$ cat src/design/assert_macros.svh
// assertion macros shared by the sector table design
// no dependencies; included by modules that carry assertions
`ifndef ASSERT_MACROS_SVH
`define ASSERT_MACROS_SVH

// same-cycle implication, checked on i_clk, off during reset
`define ASSERT_IMPL(label, ante, cons, msg) \
    label: assert property (@(posedge i_clk) disable iff (!i_rst_n) (ante) |-> (cons)) \
        else $error(msg);

// next-cycle implication, checked on i_clk, off during reset
`define ASSERT_NEXT(label, ante, cons, msg) \
    label: assert property (@(posedge i_clk) disable iff (!i_rst_n) (ante) |=> (cons)) \
        else $error(msg);

`endif

$ cat src/design/stl_pkg.sv
// types, codes and helper functions for the sector table relayout block
// no dependencies; imported by every module of the block
package stl_pkg;

    localparam int DEFAULT_DEPTH = 4096;
    localparam int SECTOR_BYTES  = 2048;
    localparam int SECTOR_SHIFT  = $clog2(SECTOR_BYTES);
    localparam logic [31:0] SECTOR_MASK = 32'(SECTOR_BYTES - 1);

    localparam int IDX_W   = 12;
    localparam int CNT_W   = 13;
    localparam int SEC_W   = 24;
    localparam int SIZE_W  = 32;
    localparam int OFF_W   = 32;
    localparam int KIND_W  = 2;
    localparam int PADDR_W = 3;

    localparam logic [SEC_W-1:0]  TERMINATOR = 24'hFFFFFF;
    localparam logic [SIZE_W-1:0] SIZE_LIMIT = 32'hFF000000;
    localparam logic [CNT_W-1:0]  SKIP_RESET = 13'd18;

    // action codes
    localparam logic [1:0] ACT_LOAD  = 2'd0;
    localparam logic [1:0] ACT_SET   = 2'd1;
    localparam logic [1:0] ACT_QUERY = 2'd2;

    // status codes
    localparam logic [1:0] ST_OK    = 2'd0;
    localparam logic [1:0] ST_RANGE = 2'd1;
    localparam logic [1:0] ST_TERM  = 2'd2;

    // entry kinds
    localparam logic [KIND_W-1:0] KIND_FILE  = 2'd0;
    localparam logic [KIND_W-1:0] KIND_ZEROS = 2'd1;
    localparam logic [KIND_W-1:0] KIND_OTHER = 2'd2;

    // register word index (paddr[2])
    localparam logic REG_SKIP_COUNT = 1'b0;

    typedef struct packed {
        logic [1:0]        action;
        logic [IDX_W-1:0]  entry_index;
        logic [SEC_W-1:0]  entry_sector;
        logic [SIZE_W-1:0] entry_size;
        logic [OFF_W-1:0]  new_offset;
        logic              is_last;
    } t_in_item;

    typedef struct packed {
        logic [1:0]        status;
        logic [SEC_W-1:0]  sector;
        logic [SIZE_W-1:0] size;
        logic [KIND_W-1:0] kind;
        logic              changed;
        logic [OFF_W-1:0]  offset_out;
        logic [SEC_W-1:0]  export_sector;
        logic [CNT_W-1:0]  entry_count;
    } t_out_item;

    typedef enum logic [2:0] {
        S_IDLE,
        S_DECODE,
        S_RELAYOUT,
        S_READ,
        S_RESP
    } t_state;

    typedef struct packed {
        logic capture;
        logic write_item;
        logic rl_init;
        logic rl_step;
        logic use_rl;
        logic out_load;
    } t_cmd;

    typedef struct packed {
        logic in_range;
        logic rl_needed;
        logic rl_done;
        logic out_free;
    } t_stat;

    function automatic logic [KIND_W-1:0] classify(input logic [SEC_W-1:0] sec,
                                                   input logic [SIZE_W-1:0] sz);
        logic [KIND_W-1:0] k;
        if ((sec != '0) && (sz < SIZE_LIMIT) && (sz != '0)) begin
            k = KIND_FILE;
        end else if ((sec == '0) && (sz == '0)) begin
            k = KIND_ZEROS;
        end else begin
            k = KIND_OTHER;
        end
        return k;
    endfunction

    // sectors taken by a file, rounded up
    function automatic logic [SEC_W-1:0] sectors_for(input logic [SIZE_W-1:0] sz);
        logic [SIZE_W-1:0] q;
        q = (sz >> SECTOR_SHIFT) + SIZE_W'(|(sz & SECTOR_MASK));
        return q[SEC_W-1:0];
    endfunction

endpackage

$ cat src/design/stl_ctrl.sv
// controller state machine for the sector table relayout block
// depends on stl_pkg and assert_macros.svh
`include "assert_macros.svh"

module stl_ctrl (
    input  logic          i_clk,
    input  logic          i_rst_n,
    input  logic          i_in_valid,
    output logic          o_in_stall,
    input  stl_pkg::t_stat i_stat,
    output stl_pkg::t_cmd  o_cmd
);
    import stl_pkg::*;

    t_state r_state;
    t_state n_state;

    always_ff @(posedge i_clk) begin
        if (!i_rst_n) begin
            r_state <= S_IDLE;
        end else begin
            r_state <= n_state;
        end
    end

    assign o_in_stall = (r_state != S_IDLE);

    always_comb begin
        n_state = r_state;
        o_cmd   = '0;
        unique case (r_state)
            S_IDLE: begin
                if (i_in_valid) begin
                    o_cmd.capture = 1'b1;
                    n_state       = S_DECODE;
                end
            end
            S_DECODE: begin
                o_cmd.write_item = 1'b1;
                o_cmd.rl_init    = 1'b1;
                priority if (!i_stat.in_range) begin
                    n_state = S_RESP;
                end else if (i_stat.rl_needed) begin
                    n_state = S_RELAYOUT;
                end else begin
                    n_state = S_READ;
                end
            end
            S_RELAYOUT: begin
                o_cmd.use_rl  = 1'b1;
                o_cmd.rl_step = 1'b1;
                if (i_stat.rl_done) begin
                    n_state = S_READ;
                end
            end
            S_READ: begin
                n_state = S_RESP;
            end
            S_RESP: begin
                if (i_stat.out_free) begin
                    o_cmd.out_load = 1'b1;
                    n_state        = S_IDLE;
                end
            end
            default: begin
                n_state = S_IDLE;
            end
        endcase
    end

    `ASSERT_NEXT(a_accept_to_decode, i_in_valid && !o_in_stall, r_state == S_DECODE, "accepted transaction did not reach decode")
    `ASSERT_NEXT(a_result_frees, o_cmd.out_load, !o_in_stall, "block not idle after result load")

endmodule

$ cat config.mk
export PLATFORM = sky130hd
export DESIGN_NAME = stl_ctrl
export DESIGN_NICKNAME = d
export VERILOG_FILES = /design/src/design/stl_pkg.sv /design/src/design/stl_ctrl.sv
export VERILOG_INCLUDE_DIRS = /design/src /design/src/design
export SDC_FILE = /design/constraint.sdc
export NUM_CORES = 1
export LEC_CHECK = 0
export BUFFER_PORTS_ARGS = -buffer_cell sky130_fd_sc_hd__buf_2
export CAP_MARGIN = 20
export CELL_PAD_IN_SITES_DETAIL_PLACEMENT = 1
export CELL_PAD_IN_SITES_GLOBAL_PLACEMENT = 1
export CORE_AREA = 5 5 42 44
export CTS_CLUSTER_DIAMETER = 30
export DETAILED_ROUTE_END_ITERATION = 7
export DIE_AREA = 0 0 47 49
export MAX_ROUTING_LAYER = met4
export PLACE_DENSITY = 0.52
export SETUP_SLACK_MARGIN = 0.4
export SLEW_MARGIN = 10
export SYNTH_ARGS = -nofsm -noshare
export SYNTH_HDL_FRONTEND = slang
export SYNTH_SLANG_ARGS = --single-unit
$ cat constraint.sdc
create_clock -name i_clk -period 1 [get_ports i_clk]
set_clock_uncertainty 0.15 [all_clocks]
set_input_delay 0.2 -clock i_clk [delete_from_list [all_inputs] [get_ports i_clk]]
set_output_delay 0.2 -clock i_clk [all_outputs]
set_load 0.05 [all_outputs]
==> results of run 1 <==
-- worst register-to-register path, cell delays in order, from the launching register on --
cell,delay (ns)
dfxtp_4,0.33
buf_6,0.13
inv_8,0.06
buf_6,0.09
buf_6,0.08
buf_6,0.10
nand2_2,0.05
a221oi_2,0.22
-- cell type report --
| cell class | count | area share |
|---|---|---|
| Clock buffer | 4 | 0.0445 |
| Inverter | 2 | 0.0254 |
| Multi-Input combinational cell | 18 | 0.352 |
| Sequential cell | 3 | 0.117 |
| Tap cell | 16 | 0.0339 |
| Timing Repair Buffer | 27 | 0.428 |
-- cells by family after synthesis --
kind of cell / count (synthesis) / share of synthesized area
buffers and inverters: 4 / 0.119
DFF: 3 / 0.318
and+or+nand+nor: 14 / 0.424
AOI/OAI and AO/OA: 4 / 0.139
-- placed cells by master (no fill, tap or decap), types with 2 or more instances in the layout --
cell / netlist / layout
nand2_2: 0 / 2
nand2_4: 0 / 2
buf_4: 2 / 5
dfxtp_4: 0 / 2
nor3_4: 0 / 3
buf_8: 0 / 3
clkbuf_4: 0 / 3
a21oi_2: 0 / 2
buf_2: 0 / 7
buf_6: 0 / 12
nor2_4: 0 / 2
-- power groups by stage --
stage	registers [mW]	clock network, mW	logic, mW
2_1_floorplan	0.153	0	0.184
3_3_place_gp	0.136	0	0.271
3_5_place_dp	0.137	0	0.273
4_1_cts	0.137	0.237	0.361
5_1_grt	0.139	0.247	0.423
6_report	0.138	0.221	0.404
-- per-layer routing --
metal,vias to the layer above,part of all wire
met2,11,0.55
met5,-,0
li1,142,-
met1,148,0.38
met4,0,0
met3,0,0.072
-- path summary, 6_finish.rpt --
path         slack (ns)         end  depth (start not counted)  startpoint
min reg2reg        0.54  r_state[0]                          3  r_state[1]
min                0.06  r_state[0]                          3   i_stat[1]
max reg2reg       -0.30  r_state[0]                          7  r_state[0]
max               -0.56    o_cmd[5]                          3  r_state[0]
-- timing repair --
| item | CTS | global route |
|---|---|---|
| setup buffers | 1 | 5 |
| pin swaps | 9 | 3 |
| gates resized for setup | 32 | 8 |
| setup endpoints to repair | 10 | 10 |
| hold buffers | 0 | 0 |
| hold endpoints to repair | 0 | 0 |
==> metrics.md, run 1 <==
| Metric | Value |
|---|---|
| Hold slack | 0.0606 ns |
| Max-cap violation count | 0 |
| Unrepaired setup endpoints after global routing | yes |
| Dominant delay contributor by cell family on the critical path | simple AND/OR/NAND/NOR gates |
| CP required | 0.65 ns |
| CTS tree | built |
| First-pass GRT wire length | 1430 microns |
| Critical Path Sink Type | output port |
| Area grow syn2layout | 213% |
| Clock power frac | 0.290 |
| Max clock buf depth | 2 |
| Hold Path Class | in2reg |
| Design area | 591 sq um |
| Post-route DRC | 0 |
| Routability Congestion | 0.729 |
| Tot Pwr | 762 uW |
| Max reg flops | 3 |
| Library cells used by synthesis | 15 |
| Clk Latency, worst-skew pair | 0.24 ns |
| Synth async-reset ratio | 0 |
| Dpl hpwl | 540 microns |
| Setup TNS | -4.04 ns |
| Cts bufs inserted | 3 |
| Mapped Cells | 25 |
| Crit-path cells | or3_4 -> nor2_4 -> buf_6 |
| Period utilization | 1.56 |
| Row count | 14 |
| Initial antenna violation count | 0 |
| Die ar. | 0.00230 sq mm |
| Register area share after synthesis | 0.318 |
| Flops & latches, synth | 3 |
| Area of the multi-input gates | 208 sq um |
| M2 GR Usage | 0.143 |
| Critical path's largest stage delay | 0.40 ns |
| DR WL/cell | 13.1 microns |
| Fin. Hold Viols | 0 |
| Placed cell areas | 370 sq um |
| # IOs | 14 |
| Util after Layout | 0.421 |
| PwrDens | 1290 mW/mm^2 |
| Gate power share | 0.530 |
| Setup crit start kind | flop |
| Slowest cell on crit path | or3_4 |
| Final wirelength | 918 microns |
| Fmax | 0.640 GHz |
| Crit path max fanout | 2 |
| WP data arrival | 1.21 ns |
| P_sw | 301 uW |
| Leak Pwr | 0.261 nW |
| Fill count | 162 |
| Largest net degree at the start of global routing | 8 |
| Pre-CTS setup slack | -0.419 ns |
| Number of diodes | 0 |
| Clk root buf | clkbuf_4 |
| GRT busiest layer | met2 |
| Syn nets | 32 |
| Sequential Power Share | 0.181 |
| Most common cell in the netlist | nand2_1 |
| Int Pwr | 461 uW |
| Cell Area, Synth | 189 sq um |
| Initial drt markers | 2 |
| Chip Height | 49 microns |
| GR Layer Usage met1 | 0.0923 |
| CP Buf/Inv Count | 1 |
| Finished Layout Cells | 70 |
| Post-synth EDFFs | 0 |
| Starting Density | 0.135 |
| TritonCTS Sinks | 3 |
| Synth area leaders | dfxtp_1 (32%), nor3_1 (7.9%), buf_4 (7.9%) |
| Status | complete, but fails checks |
| Number of setup violations in the final report | 10 |
| Layout cells sized above 1 | 0.926 |
| Largest registers | r_state x3 |
| Reg clk slew, reported paths | 0.04 ns |
| H-Tree Depth | 1 |
| Post-synth top area cell | dfxtp_1 |
| Syn. warnings | 0 |
| Avg Cell Area, Syn | 7.56 sq um |
| Top-area cell type share of the netlist area | 0.318 |
| Reg area | 68.8 sq um |
| Dpl cells | 60 |
| Slew Viols, Final | 0 |
| Max-slew headroom | 0.834 |
| Post-route antenna net violation count | 0 |
| Met3 Use GR | 0.0443 |
| Failing checks | negative setup slack |
| GRT Residual Overflow | 0 |
| Reg with most FFs | r_state |
| Final WS setup | -0.563 ns |
| Die X | 47 microns |
| Setup CP Type | reg2out |
| Worst Max-Slew Pin Slew | 0.251 ns |
| Drt via density | 4.30 |
| Vias in the first global route | 339 |
| Sw Ratio | 0.395 |
| DR pass1 iterations | 2 |
| Maximum vdd ir drop | 0.489 mV |
| Synth top cells by count | nand2_1 (4), dfxtp_1 (3), nor3_1 (3) |
| Crit path time final | 1.56 ns |
| Overall Global Routing Usage | 0.0910 |
| Post-synth top flop | dfxtp_1 |
| Via count | 301 |
| Core box area | 0.00140 sq mm |
| Fin nets | 62 |
| PortBufs | 13 |
Note: power is estimated with default switching activity, not from simulation.
==> inputs of run 2 (changes only) <==
MAX_ROUTING_LAYER = not set   (was met4)
==> metrics.md, run 2 (synthesis results as in run 1) <==
| Metric | Value |
|---|---|
| Status | complete, but fails checks |
| Failing checks | negative setup slack |
| Critical Path Sink Type | output port |
| WP data arrival | 1.22 ns |
| Worst Max-Slew Pin Slew | 0.251 ns |
| PwrDens | 1280 mW/mm^2 |
| Leak Pwr | 0.266 nW |
| GRT Residual Overflow | 0 |
| # IOs | 14 |
| DR WL/cell | 13.1 microns |
| CTS tree | built |
| Chip Height | 49 microns |
| Placed cell areas | 370 sq um |
| Routability Congestion | 0.721 |
| Area grow syn2layout | 217% |
| Initial antenna violation count | 0 |
| Post-route antenna net violation count | 0 |
| Hold slack | 0.0597 ns |
| R2R Setup Slk | -0.30 ns |
| Fill count | 162 |
| Commonest non-fill, non-tap cell in the layout | buf_6 |
| Dpl hpwl | 540 microns |
| Die ar. | 0.00230 sq mm |
| Post-route DRC | 0 |
| Overall Global Routing Usage | 0.0894 |
| Starting Density | 0.135 |
| Largest registers | r_state x3 |
| Maximum vdd ir drop | 0.488 mV |
| TritonCTS Sinks | 3 |
| Setup crit start kind | flop |
| Via count | 303 |
| Number of setup violations in the final report | 10 |
| Design area | 598 sq um |
| Most frequent cells in the layout | buf_6 (12), buf_2 (7), buf_4 (6) |
| Hold Path Class | in2reg |
| CP required | 0.65 ns |
| Max-cap violation count | 0 |
| Tot Pwr | 766 uW |
| Vias in the first global route | 339 |
| Max reg flops | 3 |
| Clk Latency, worst-skew pair | 0.24 ns |
| DR pass1 iterations | 2 |
| Pre-CTS setup slack | -0.419 ns |
| Number of diodes | 0 |
| Die X | 47 microns |
| Layout cells sized above 1 | 0.927 |
| Setup TNS | -4.07 ns |
| Cts bufs inserted | 3 |
| Drt via density | 4.27 |
| Initial drt markers | 3 |
| Final wirelength | 933 microns |
| Reg with most FFs | r_state |
| Crit path time final | 1.57 ns |
| Row count | 14 |
| Clk root buf | clkbuf_4 |
| Fmax | 0.639 GHz |
| First-pass GRT wire length | 1440 microns |
| Crit path max fanout | 2 |
| Period utilization | 1.57 |
| H-Tree Depth | 1 |
| Setup CP Type | reg2out |
| Fin. Hold Viols | 0 |
| Largest net degree at the start of global routing | 8 |
| PortBufs | 13 |
| Slew Viols, Final | 0 |
| Core box area | 0.00140 sq mm |
| Reg clk slew, reported paths | 0.04 ns |
| Max-slew headroom | 0.834 |
| Fin nets | 63 |
| Max clock buf depth | 2 |
| Final WS setup | -0.565 ns |
| Unrepaired setup endpoints after global routing | yes |
[run 2: per-layer routing]
metal  track usage  vias to the layer above  wire [microns]
met5             0                        -               0
met4        0.0415                        0               0
met3        0.0480                        0              75
met2         0.140                       11             505
met1        0.0945                      148             352
li1              -                      144               -
[run 2: worst paths after layout]
check        startpoint          to  cells after the start
max          r_state[0]    o_cmd[5]                      3
min reg2reg  r_state[1]  r_state[0]                      3
max reg2reg  r_state[0]  r_state[0]                      7
min           i_stat[1]  r_state[0]                      3
[run 2: critical path, stage by stage, from the launching register on]
cell and delay, ns:
dfxtp_4 0.34, or3_4 0.40, nor2_4 0.09, buf_6 0.16
[run 2: stage by stage]
stage                      util  std cells
after detailed placement  0.264         60
after global placement    0.264         60
after floorplan               -         25
final                     0.427         71
after CTS                 0.372         65
after global routing      0.427         71
[run 2: report_power, final]
group | leakage (nW) | internal (mW) | switching (mW)
clock | 0.0150 | 0.150 | 0.0708
combinational | 0.225 | 0.184 | 0.224
sequential | 0.0264 | 0.130 | 0.00823
total | 0.266 | 0.464 | 0.303
[run 2: layout make-up]
| class | count | area [sq um] | share of cell area |
|---|---|---|---|
| inverter | 2 | 15.0 | 0.0251 |
| clock buffer | 4 | 26.3 | 0.0439 |
| timing repair buffer | 28 | 260 | 0.435 |
| multi-input combinational | 18 | 208 | 0.347 |
| sequential | 3 | 68.8 | 0.115 |
| tap | 16 | 20.0 | 0.0335 |
[run 2: what timing repair did]
| action | in CTS | in global routing |
|---|---|---|
| pin swaps | 9 | 3 |
| gates resized for setup | 32 | 8 |
| buffers inserted | 1 | 6 |
| hold buffers | 0 | 0 |
| setup endpoints to repair | 10 | 10 |
